File: config.mk
export PLATFORM = sky130hd
export DESIGN_NAME = inverse_sqrt_mod_pow2_flat
export DESIGN_NICKNAME = d
export VERILOG_FILES = /design/src/design/isq_pkg.sv /design/src/design/isq_ifs.sv /design/src/design/inverse_sqrt_mod_pow2.sv /design/src/flat_wrapper.sv
export SDC_FILE = /design/constraint.sdc
export NUM_CORES = 2
export LEC_CHECK = 0
export ABC_AREA = 1
export BUFFER_PORTS_ARGS = -buffer_cell sky130_fd_sc_hd__buf_2
export CAP_MARGIN = 5
export CORE_AREA = 5 5 323 562
export DETAILED_ROUTE_END_ITERATION = 10
export DIE_AREA = 0 0 328 567
export SLEW_MARGIN = 0
export SYNTH_ARGS = -nofsm -noshare
export SYNTH_HDL_FRONTEND = slang
export SYNTH_SLANG_ARGS = --single-unit
File: constraint.sdc
create_clock -name i_clk -period 10 [get_ports i_clk]
set_clock_uncertainty 0.15 [all_clocks]
set_input_delay 0.5 -clock i_clk [delete_from_list [all_inputs] [get_ports i_clk]]
set_output_delay 0.5 -clock i_clk [all_outputs]
set_load 0.01 [all_outputs]
File: src/design/isq_pkg.sv
// shared constants for the inverse square root mod 2^k block
package isq_pkg;

    localparam int WORD_BITS_DEF = 64;
    localparam int DATA_BITS     = 64;
    localparam int CFG_BITS      = 7;
    localparam int LIMB_BITS     = 32;
    localparam int CNT_BITS      = 8;

    localparam logic [CFG_BITS-1:0] BIT_COUNT_RST = CFG_BITS'(64);
    localparam logic [CFG_BITS-1:0] MIN_BIT_COUNT = CFG_BITS'(3);
    localparam logic [CNT_BITS-1:0] FIRST_BIT     = CNT_BITS'(2);

endpackage

File: src/design/isq_ifs.sv
// valid/ready channels of the inverse square root block
interface isq_cfg_if;
    logic                          valid;
    logic                          ready;
    logic [isq_pkg::CFG_BITS-1:0]  bit_count;

    modport source (output valid, output bit_count, input ready);
    modport sink   (input valid, input bit_count, output ready);
endinterface

interface isq_in_if;
    logic                          valid;
    logic                          ready;
    logic [isq_pkg::DATA_BITS-1:0] square_value;

    modport source (output valid, output square_value, input ready);
    modport sink   (input valid, input square_value, output ready);
endinterface

interface isq_out_if;
    logic                          valid;
    logic                          ready;
    logic [isq_pkg::DATA_BITS-1:0] inv_root;

    modport source (output valid, output inv_root, input ready);
    modport sink   (input valid, input inv_root, output ready);
endinterface

File: src/design/inverse_sqrt_mod_pow2.sv
// inverse square root modulo 2^k on one shared 32x32 multiplier
// one item at a time; L = ceil(WORD_BITS/32) limbs, each wide product built from limb products
// n = min(k-1, WORD_BITS) - 2 rounds (none below k = 3), each two products, plus one final product when k-1 < WORD_BITS
// the input is not ready until the result is placed in the output register
// synchronous active-low reset: bit_count returns to 64, the sequencer idles, no result pending
module inverse_sqrt_mod_pow2 #(
    parameter int WORD_BITS = isq_pkg::WORD_BITS_DEF
) (
    input  logic      i_clk,
    input  logic      i_rst_n,
    isq_cfg_if.sink   i_cfg,
    isq_in_if.sink    i_in,
    isq_out_if.source o_out
);

    localparam int LB       = isq_pkg::LIMB_BITS;
    localparam int LB_LOG   = $clog2(LB);
    localparam int LIMBS    = (WORD_BITS + LB - 1) / LB;
    localparam int PAD_BITS = LIMBS * LB;
    localparam int LIMB_IDX = (LIMBS > 1) ? $clog2(LIMBS) : 1;
    localparam int BIT_IDX  = $clog2(WORD_BITS);
    localparam int CB       = isq_pkg::CNT_BITS;
    localparam int KB       = isq_pkg::CFG_BITS;
    localparam int DB       = isq_pkg::DATA_BITS;

    localparam logic [CB-1:0]       WORD_LIM  = CB'(WORD_BITS);
    localparam logic [LIMB_IDX-1:0] LAST_LIMB = LIMB_IDX'(LIMBS - 1);

    localparam logic [2:0] S_IDLE = 3'd0;
    localparam logic [2:0] S_MUL  = 3'd1;
    localparam logic [2:0] S_ACC  = 3'd2;
    localparam logic [2:0] S_UPD  = 3'd3;
    localparam logic [2:0] S_FIN  = 3'd4;

    logic [2:0]            r_state;
    logic [KB-1:0]         r_bit_count;
    logic [WORD_BITS-1:0]  r_e;
    logic [WORD_BITS-1:0]  r_root;
    logic [WORD_BITS-1:0]  r_inv;
    logic [CB-1:0]         r_j;
    logic                  r_phase;
    logic                  r_final;
    logic [LIMB_IDX-1:0]   r_la;
    logic [LIMB_IDX-1:0]   r_lb;
    logic [LIMB_IDX-1:0]   r_sh;
    logic [2*LB-1:0]       r_prod;
    logic [PAD_BITS-1:0]   r_acc;
    logic [DB-1:0]         r_out;
    logic                  r_out_valid;

    logic [WORD_BITS-1:0]  n_root;
    logic [WORD_BITS-1:0]  n_inv;
    logic [CB-1:0]         n_j;

    logic [KB-1:0]         w_last;
    logic [CB-1:0]         w_last_c;
    logic                  w_in_xfer;
    logic [PAD_BITS-1:0]   w_x_pad;
    logic [PAD_BITS-1:0]   w_y_pad;
    logic [LB-1:0]         w_x_limb;
    logic [LB-1:0]         w_y_limb;
    logic [LIMB_IDX-1:0]   w_sum;
    logic [WORD_BITS-1:0]  w_prod_w;
    logic [WORD_BITS-1:0]  w_t;
    logic [CB-1:0]         w_idx;
    logic                  w_bit;
    logic [WORD_BITS-1:0]  w_set;
    logic                  w_loop_first;
    logic                  w_loop_next;
    logic                  w_fin_go;

    assign i_cfg.ready    = 1'b1;
    assign i_in.ready     = (r_state == S_IDLE);
    assign o_out.valid    = r_out_valid;
    assign o_out.inv_root = r_out;
    assign w_in_xfer      = i_in.valid && i_in.ready;

    assign w_last   = (r_bit_count >= isq_pkg::MIN_BIT_COUNT) ? r_bit_count - KB'(1) : KB'(2);
    assign w_last_c = CB'(w_last);
    assign w_fin_go = (w_last_c < WORD_LIM);

    assign w_loop_first = (isq_pkg::FIRST_BIT < w_last_c) && (isq_pkg::FIRST_BIT < WORD_LIM);
    assign n_j          = r_j + CB'(1);
    assign w_loop_next  = (n_j < w_last_c) && (n_j < WORD_LIM);

    // limb selection for the shared multiplier
    assign w_x_pad  = PAD_BITS'(r_root);
    assign w_y_pad  = r_phase ? PAD_BITS'(r_inv) : PAD_BITS'(r_root);
    assign w_x_limb = w_x_pad[{r_la, {LB_LOG{1'b0}}} +: LB];
    assign w_y_limb = w_y_pad[{r_lb, {LB_LOG{1'b0}}} +: LB];
    assign w_sum    = r_la + r_lb;

    // bit extraction from the wrapped difference
    assign w_prod_w = r_acc[WORD_BITS-1:0];
    assign w_t      = r_phase ? (WORD_BITS'(1) - w_prod_w) : (r_e - w_prod_w);
    assign w_idx    = r_phase ? r_j : n_j;
    assign w_bit    = (w_idx < WORD_LIM) ? w_t[w_idx[BIT_IDX-1:0]] : 1'b0;
    assign w_set    = WORD_BITS'(w_bit) << r_j[BIT_IDX-1:0];
    assign n_root   = r_root | w_set;
    assign n_inv    = r_inv | w_set;

    always_ff @(posedge i_clk) begin
        if (!i_rst_n) begin
            r_bit_count <= isq_pkg::BIT_COUNT_RST;
        end else if (i_cfg.valid && i_cfg.ready) begin
            r_bit_count <= i_cfg.bit_count;
        end
    end

    always_ff @(posedge i_clk) begin
        if (!i_rst_n) begin
            r_state     <= S_IDLE;
            r_out_valid <= 1'b0;
        end else begin
            if (r_state == S_FIN && (!r_out_valid || o_out.ready)) begin
                r_out_valid <= 1'b1;
            end else if (o_out.ready) begin
                r_out_valid <= 1'b0;
            end

            unique case (r_state)
                S_IDLE: begin
                    if (w_in_xfer) begin
                        r_e    <= WORD_BITS'(i_in.square_value);
                        r_root <= WORD_BITS'(1);
                        r_inv  <= WORD_BITS'(1);
                        r_j    <= isq_pkg::FIRST_BIT;
                        r_la   <= '0;
                        r_lb   <= '0;
                        r_acc  <= '0;
                        priority if (w_loop_first) begin
                            r_phase <= 1'b0;
                            r_final <= 1'b0;
                            r_state <= S_MUL;
                        end else if (w_fin_go) begin
                            r_j     <= w_last_c;
                            r_phase <= 1'b1;
                            r_final <= 1'b1;
                            r_state <= S_MUL;
                        end else begin
                            r_state <= S_FIN;
                        end
                    end
                end
                S_MUL: begin
                    r_prod  <= (2*LB)'(w_x_limb) * (2*LB)'(w_y_limb);
                    r_sh    <= w_sum;
                    r_state <= S_ACC;
                end
                S_ACC: begin
                    r_acc <= r_acc + (PAD_BITS'(r_prod) << {r_sh, {LB_LOG{1'b0}}});
                    if (w_sum == LAST_LIMB) begin
                        if (r_la == LAST_LIMB) begin
                            r_state <= S_UPD;
                        end else begin
                            r_la    <= r_la + LIMB_IDX'(1);
                            r_lb    <= '0;
                            r_state <= S_MUL;
                        end
                    end else begin
                        r_lb    <= r_lb + LIMB_IDX'(1);
                        r_state <= S_MUL;
                    end
                end
                S_UPD: begin
                    r_la  <= '0;
                    r_lb  <= '0;
                    r_acc <= '0;
                    priority if (!r_phase) begin
                        r_root  <= n_root;
                        r_phase <= 1'b1;
                        r_state <= S_MUL;
                    end else if (r_final) begin
                        r_inv   <= n_inv;
                        r_state <= S_FIN;
                    end else begin
                        r_inv <= n_inv;
                        priority if (w_loop_next) begin
                            r_j     <= n_j;
                            r_phase <= 1'b0;
                            r_state <= S_MUL;
                        end else if (w_fin_go) begin
                            r_j     <= w_last_c;
                            r_final <= 1'b1;
                            r_state <= S_MUL;
                        end else begin
                            r_state <= S_FIN;
                        end
                    end
                end
                S_FIN: begin
                    if (!r_out_valid || o_out.ready) begin
                        r_out   <= DB'(r_inv);
                        r_state <= S_IDLE;
                    end
                end
                default: begin
                    r_state <= S_IDLE;
                end
            endcase
        end
    end

endmodule

File: src/flat_wrapper.sv
// flat-port wrapper written by rule: the top's interface ports become plain ports
module inverse_sqrt_mod_pow2_flat 
#(
    parameter int WORD_BITS = isq_pkg::WORD_BITS_DEF
)
  (i_clk, i_rst_n, i_cfg_valid, i_cfg_bit_count, i_cfg_ready, i_in_valid, i_in_square_value, i_in_ready, o_out_valid, o_out_inv_root, o_out_ready);
  isq_cfg_if i_cfg_i ();
  isq_in_if i_in_i ();
  isq_out_if o_out_i ();
  input  logic i_clk;
  input  logic i_rst_n;
  input wire logic [$bits(i_cfg_i.valid)-1:0] i_cfg_valid;
  input wire logic [$bits(i_cfg_i.bit_count)-1:0] i_cfg_bit_count;
  output wire logic [$bits(i_cfg_i.ready)-1:0] i_cfg_ready;
  input wire logic [$bits(i_in_i.valid)-1:0] i_in_valid;
  input wire logic [$bits(i_in_i.square_value)-1:0] i_in_square_value;
  output wire logic [$bits(i_in_i.ready)-1:0] i_in_ready;
  output wire logic [$bits(o_out_i.valid)-1:0] o_out_valid;
  output wire logic [$bits(o_out_i.inv_root)-1:0] o_out_inv_root;
  input wire logic [$bits(o_out_i.ready)-1:0] o_out_ready;
  assign i_cfg_i.valid = i_cfg_valid;
  assign i_cfg_i.bit_count = i_cfg_bit_count;
  assign i_cfg_ready = i_cfg_i.ready;
  assign i_in_i.valid = i_in_valid;
  assign i_in_i.square_value = i_in_square_value;
  assign i_in_ready = i_in_i.ready;
  assign o_out_valid = o_out_i.valid;
  assign o_out_inv_root = o_out_i.inv_root;
  assign o_out_i.ready = o_out_ready;
  inverse_sqrt_mod_pow2 #(.WORD_BITS(WORD_BITS)) u_core (.i_clk(i_clk), .i_rst_n(i_rst_n), .i_cfg(i_cfg_i), .i_in(i_in_i), .o_out(o_out_i));
endmodule
---- Word-level counts from Yosys, hierarchy flattened ----
Index checks and enable logic that the tools add are counted.
W data, S select, Z words.
cells by class
  muxes and demuxes ....................... 53
  add/sub/neg operators ................... 8
  $lt $le $gt $ge ......................... 7
  reductions and logical operators ........ 21
  eq/ne operators ......................... 13
  shift operators ......................... 4
  bitwise operators ....................... 2
  multiply operators ...................... 1
operators with widths
  kind                     number
  $mux W64                 6
  $pmux W64 S2             2
  $pmux W64 S3             1
  $or A64 B64 Y64          2
  $shiftx A64 B7 Y32       2
  $add A64 B64 Y64         1
  $mul A32 B32 Y64         1
  $shl A1 B6 Y64           1
  $shl A64 B6 Y64          1
  $sub A1 B64 Y64 const A  1
  $sub A64 B64 Y64         1
  $mux W8                  7
  $mux W3                  7
  $reduce_and A4 Y1        5
  $mux W1                  19
  $lt A8 B7 Y1 const B     2
  $pmux W8 S2              1
  $pmux W3 S5              1
  $mux W7                  2
  $reduce_and A3 Y1        3
  $add A8 B1 Y8 const B    1
  $lt A8 B7 Y1             1
  $ne A2 B2 Y1 const B     4
  $ge A7 B2 Y1 const B     1
  other kinds (25)         36
word-level totals
  word-level logic and storage cells ...... 124
  register bits ........................... 408
  output and inout bits ................... 67
  input bits .............................. 76

---- Longest topological paths before layout ----
  depth after elaboration ................. 9
  depth in mapped cells ................... 46

---- Least setup slack after synthesis ----
Ideal clock, no wire load.
  kind .................................... reg2reg
  start ................................... register u_core.r_phase
  end ..................................... register u_core.r_prod[56] (data pin)
  stages on the path, launching flop included .. 43
  setup time .............................. 0.264 ns
  arrival ................................. 8.486 ns
  required time ........................... 9.586 ns
  path buffers ............................ 7
  slack ................................... 1.101 ns
  path through ............................ edfxtp_1 buf_2 clkbuf_1 buf_2 buf_2 buf_2 clkbuf_1 a21oi_1 o21ai_0 nand2_1 inv_1 clkbuf_1 nand2_1 fa_1 inv_1 fa_1 fa_1 inv_1 (+7 left out) inv_1 fa_1 inv_1 ha_1 nand2_1 inv_1 a21oi_1 inv_1 a21oi_1 o211ai_1 a21oi_1 inv_1 a21oi_1 inv_1 a31oi_1 o21bai_1 a221oi_1 xnor2_1
on the way
  cells in the longest elaborated chain, start to end .. 3
ends and longest elaborated chain
  element                   line                          RTL
  start: declaration        inverse_sqrt_mod_pow2.sv:41   logic r_phase;
  start signal: assignment  inverse_sqrt_mod_pow2.sv:132  r_phase <= 1'b0;
  start signal: assignment  inverse_sqrt_mod_pow2.sv:137  r_phase <= 1'b1;
  start signal: assignment  inverse_sqrt_mod_pow2.sv:171  r_phase <= 1'b1;
  $mux W64                  inverse_sqrt_mod_pow2.sv:88   assign w_y_pad = r_phase ? PAD_BITS'(r_inv) : PAD_BITS'(r_root);
  $shiftx A64 B7 Y32        inverse_sqrt_mod_pow2.sv:90   assign w_y_limb = w_y_pad[{r_lb, {LB_LOG{1'b0}}} +: LB];
  $mul A32 B32 Y64          inverse_sqrt_mod_pow2.sv:146  r_prod <= (2*LB)'(w_x_limb) * (2*LB)'(w_y_limb);
  end signal: assignment    inverse_sqrt_mod_pow2.sv:146
  end: declaration          inverse_sqrt_mod_pow2.sv:46   logic [2*LB-1:0] r_prod;
No other way between the ends.
A chain may end at the register's enable or synchronous reset.

---- Worst setup path in the final report ----
  start ................................... register u_core.r_lb
  end ..................................... register u_core.r_prod[57] (data pin)
on the way
  cells in the longest elaborated chain, start to end .. 2
ends and longest elaborated chain
  element                   line                          RTL
  start: declaration        inverse_sqrt_mod_pow2.sv:44   logic [LIMB_IDX-1:0] r_lb;
  start signal: assignment  inverse_sqrt_mod_pow2.sv:161  r_lb <= r_lb + LIMB_IDX'(1);
  $shiftx A64 B7 Y32        inverse_sqrt_mod_pow2.sv:90
  $mul A32 B32 Y64          inverse_sqrt_mod_pow2.sv:146
No other way between the ends.

==> report_table.html <==
<table>
<tr><th>Metric</th><th>Value</th></tr>
<tr><th colspan="2">Clock tree</th></tr>
<tr><td>Maximum buffer depth of the clock tree</td><td>3</td></tr>
<tr><td>Cts bufs inserted</td><td>39</td></tr>
<tr><td>Clock transition at the register clock pins on the worst setup and hold paths after CTS</td><td>0.08 ns</td></tr>
<tr><td>Post-CTS Setup Repair Bufs</td><td>0</td></tr>
<tr><td>TritonCTS clock tree</td><td>built</td></tr>
<tr><td>Clock root buffer</td><td>clkbuf_16</td></tr>
<tr><td>Count of hold buffers inserted by post-cts repair</td><td>67</td></tr>
<tr><td>H-tree depth</td><td>2</td></tr>
<tr><td>Later-pin clock latency in the skew report</td><td>0.66 ns</td></tr>
<tr><td>Resized cells post-CTS</td><td>0</td></tr>
<tr><td>Clock sinks</td><td>408</td></tr>
<tr><th colspan="2">Timing</th></tr>
<tr><td>Final-report setup violation count</td><td>0</td></tr>
<tr><td>Transition time at the pin with the least slew margin</td><td>1.102 ns</td></tr>
<tr><td>Setup repair after global routing missed its margin</td><td>no</td></tr>
<tr><td>Normalized max-slew margin</td><td>25.37%</td></tr>
<tr><td>Max-slew violation count</td><td>0</td></tr>
<tr><td>Hold Vio Cnt, Final</td><td>0</td></tr>
<tr><td>Summed negative setup slack over all endpoints</td><td>0 ns</td></tr>
<tr><td>Max Fclk</td><td>0.1068 GHz</td></tr>
<tr><td>Period utilization</td><td>93.63%</td></tr>
<tr><td>Final min period</td><td>9.363 ns</td></tr>
<tr><td>Crit path setup slack, layout</td><td>0.6366 ns</td></tr>
<tr><th colspan="2">Logic synthesis</th></tr>
<tr><td>Share of synthesized area spent on multiplexers</td><td>0%</td></tr>
<tr><td>Unique cell type count in the Yosys netlist</td><td>60</td></tr>
<tr><td>Syn. warnings</td><td>0</td></tr>
<tr><td>Simple-Gate Fraction of Synth Area</td><td>20.02%</td></tr>
<tr><td>Syn Std Cell Area</td><td>61260 um^2</td></tr>
<tr><td>Register area share after synthesis</td><td>19.82%</td></tr>
<tr><td>Area fraction in compound gates after synthesis</td><td>9.062%</td></tr>
<tr><td>Arithmetic-cell share of the synthesized area counting full adders, half adders and majority gates</td><td>37.51%</td></tr>
<tr><td>Average footprint of a synthesized cell</td><td>7.827 um^2</td></tr>
<tr><td>Main flop type after synthesis</td><td>edfxtp_1</td></tr>
<tr><td>Cell count after synthesis</td><td>7827</td></tr>
<tr><td>Async SR Flop Fraction</td><td>0%</td></tr>
<tr><td>Mapped Nets</td><td>9201</td></tr>
<tr><td>Dominant combinational cell family by area after synthesis</td><td>adder cells</td></tr>
<tr><td>Flop and latch count out of synthesis</td><td>408</td></tr>
<tr><td>Number of flops mapped to enable cells by yosys</td><td>397</td></tr>
<tr><td>Xor and xnor area share after synthesis</td><td>1.301%</td></tr>
<tr><th colspan="2">Die</th></tr>
<tr><td>Core box area</td><td>176400 um^2</td></tr>
<tr><td>Core Rows</td><td>204</td></tr>
<tr><td>Die outline height</td><td>567 um</td></tr>
<tr><td>Die span in x</td><td>328 um</td></tr>
<tr><td>Initial core utilization</td><td>34.73%</td></tr>
<tr><td>IO Count</td><td>143</td></tr>
<tr><td>Die area</td><td>186000 um^2</td></tr>
<tr><th colspan="2">Job</th></tr>
<tr><td>Max-capacitance violation count</td><td>0</td></tr>
<tr><th colspan="2">Finish</th></tr>
<tr><td>Layout net count</td><td>9367</td></tr>
<tr><td>Core occupancy in the finished layout</td><td>38.23%</td></tr>
<tr><td>Layout Cell Area excl Fill</td><td>67430 um^2</td></tr>
<tr><td>Synth-to-layout area growth</td><td>10.07%</td></tr>
<tr><td>Proportion of layout cells with a drive suffix above 1</td><td>6.107%</td></tr>
<tr><th colspan="2">Critical path</th></tr>
<tr><td>Worst-path cell with the longest stage delay</td><td>fa_1</td></tr>
<tr><td>Worst Reg-to-Reg Cells</td><td>32</td></tr>
<tr><td>Crit Path Max Fanout</td><td>16</td></tr>
<tr><td>Class of the most critical setup path</td><td>reg2reg</td></tr>
<tr><td>Launching element type of the critical path</td><td>flop</td></tr>
<tr><td>Critical Path Sink Type</td><td>flop</td></tr>
<tr><td>Cell seen most often among critical-path stages</td><td>fa_1</td></tr>
<tr><td>Arrival time of the worst setup path</td><td>9.56 ns</td></tr>
<tr><td>Delay of the slowest cell on the worst path</td><td>0.55 ns</td></tr>
<tr><td>CP Data Required Time</td><td>10.20 ns</td></tr>
<tr><th colspan="2">GRT</th></tr>
<tr><td>Overflow left after global routing</td><td>0</td></tr>
<tr><td>Global-route wire length before repair</td><td>356800 um</td></tr>
<tr><td>Number of global-route vias before repair</td><td>57520</td></tr>
<tr><td>Largest net degree at the start of global routing</td><td>86</td></tr>
<tr><td>Antenna violations before repair</td><td>3</td></tr>
<tr><td>Total GRT Usage</td><td>25.77%</td></tr>
<tr><th colspan="2">Routing</th></tr>
<tr><td>Detailed-route vias per instance</td><td>5.237</td></tr>
<tr><td>Vias after detailed routing</td><td>54440</td></tr>
<tr><td>Detailed Route WL</td><td>244600 um</td></tr>
<tr><td>Detailed router's first-iteration violation count</td><td>4260</td></tr>
<tr><td>Remaining routing DRC violations</td><td>0</td></tr>
<tr><td>Post-detailed-route count of antenna-violating nets</td><td>0</td></tr>
<tr><td>Number of iterations in the first detailed-routing pass</td><td>7</td></tr>
<tr><td>Wire length per cell</td><td>23.53 um</td></tr>
<tr><th colspan="2">Placement</th></tr>
<tr><td>Half-perimeter wire length of the detailed placement result</td><td>201500 um</td></tr>
<tr><td>Standard cell area after detailed placement</td><td>65430 um^2</td></tr>
<tr><td>Routability Congestion</td><td>1.026</td></tr>
<tr><td>Port Buffers</td><td>141</td></tr>
<tr><td>Setup slack after placement</td><td>0.7355 ns</td></tr>
<tr><th colspan="2">Min path</th></tr>
<tr><td>Cell depth of the worst min-delay path</td><td>3</td></tr>
<tr><td>Path class of the lowest-slack min-delay path</td><td>in2reg</td></tr>
<tr><th colspan="2">Status</th></tr>
<tr><td>Result of the run</td><td>finished, final reports clean</td></tr>
</table>
-- registers in the layout, summed over array words and instances, names as in the netlist, 3 cells and up --
name / flops
u_core.r_prod: 64
u_core.r_e: 64
u_core.r_bit_count: 7
u_core.r_root: 64
u_core.r_inv: 64
u_core.r_j: 8
u_core.r_acc: 64
u_core.r_state: 3
u_core.o_out.inv_root: 64
-- final timing paths --
kind,to,slack [ns],from
hold reg to reg,u_core.o_out.inv_root[16],0.34,u_core.r_inv[16]
hold / removal,u_core.r_bit_count[6],0.05,i_cfg_bit_count[6]
setup / recovery,u_core.r_prod[57],0.64,u_core.r_lb
setup reg to reg,u_core.r_prod[57],0.64,u_core.r_lb
-- metal layers --
layer / GRT usage [%] / wire length [um]
met5: 0 / 13
met1: 26.72 / 81270
met3: 2.878 / 13790
met4: 22.13 / 26800
met2: 46.06 / 122700
-- worst max-delay path, delay by kind of cell, from the launching register on --
kind	cells	cell delay [ns]
buffers and inverters	9	1.65
adder cells (fa/ha/maj)	9	4.27
flip-flops	1	0.38
AND/OR/NAND/NOR	2	0.48
AO/OA/AOI/OAI	11	2.04
XOR/XNOR	1	0.09
-- synth_stat cells, drive strengths merged (36+ instances only) --
cell type | count | area, um^2
nand4 | 78 | 500.5
nor2 | 1057 | 4119
o21ai | 301 | 1521
clkbuf | 227 | 852.1
ha | 400 | 5005
fa | 898 | 17980
nand2 | 1508 | 5702
a31oi | 55 | 344.1
inv | 1720 | 6456
edfxtp | 397 | 11920
nand3 | 300 | 1557
nor3 | 36 | 185.2
a21oi | 556 | 2794
xor2 | 58 | 508.0
-- logic make-up after synthesis --
logic type / count (synthesis)
other: 2
XOR/XNOR: 91
adder cells (fa/ha/maj): 1298
AND/OR/NAND/NOR: 3009
buffers and inverters: 1993
flip-flops: 408
AO/OA/AOI/OAI: 1026
-- layout make-up --
class	count	area [um^2]
diodes	2	5.005
clock buffers	45	1008
clock inverters	27	314.1
fillers	18120	108900
inverters	1731	6500
multi-input cells	5426	41710
flip-flops and latches	408	12140
well taps	2369	2964
repair buffers	387	2783
-- stage by stage --
| step | hold slack, ns | instances |
|---|---|---|
| after floorplan | 0.2908 | 7827 |
| after global placement | 0.3203 | 10250 |
| after detailed placement | 0.3261 | 10250 |
| after CTS | 0.01684 | 10390 |
| after global routing | 0.04139 | 10390 |
| final | 0.05297 | 10400 |
-- cells in the final DEF (no fill, tap or decap), types with 15 or more instances in the layout --
| cell | Yosys | final |
|---|---|---|
| o21ai_2 | 4 | 26 |
| ha_1 | 400 | 400 |
| a21oi_1 | 555 | 555 |
| clkinv_1 | 11 | 15 |
| o21bai_1 | 17 | 17 |
| edfxtp_1 | 397 | 397 |
| nand2_1 | 1497 | 1497 |
| xnor2_1 | 33 | 33 |
| o21a_1 | 32 | 30 |
| a31oi_1 | 55 | 55 |
| inv_1 | 1706 | 1705 |
| nand3_1 | 289 | 289 |
| buf_4 | 2 | 174 |
| nand4_1 | 76 | 76 |
| o21ai_1 | 37 | 34 |
| o21ai_0 | 260 | 241 |
| nor3_1 | 35 | 34 |
| fa_1 | 898 | 898 |
| buf_2 | 16 | 141 |
| xor2_1 | 58 | 58 |
| clkbuf_16 | 0 | 39 |
| dlygate4sd3_1 | 0 | 67 |
| nor2_1 | 1033 | 1030 |
Power is not shown: default switching activity piles up to over one toggle a cycle in this logic, so the estimate is an artifact.
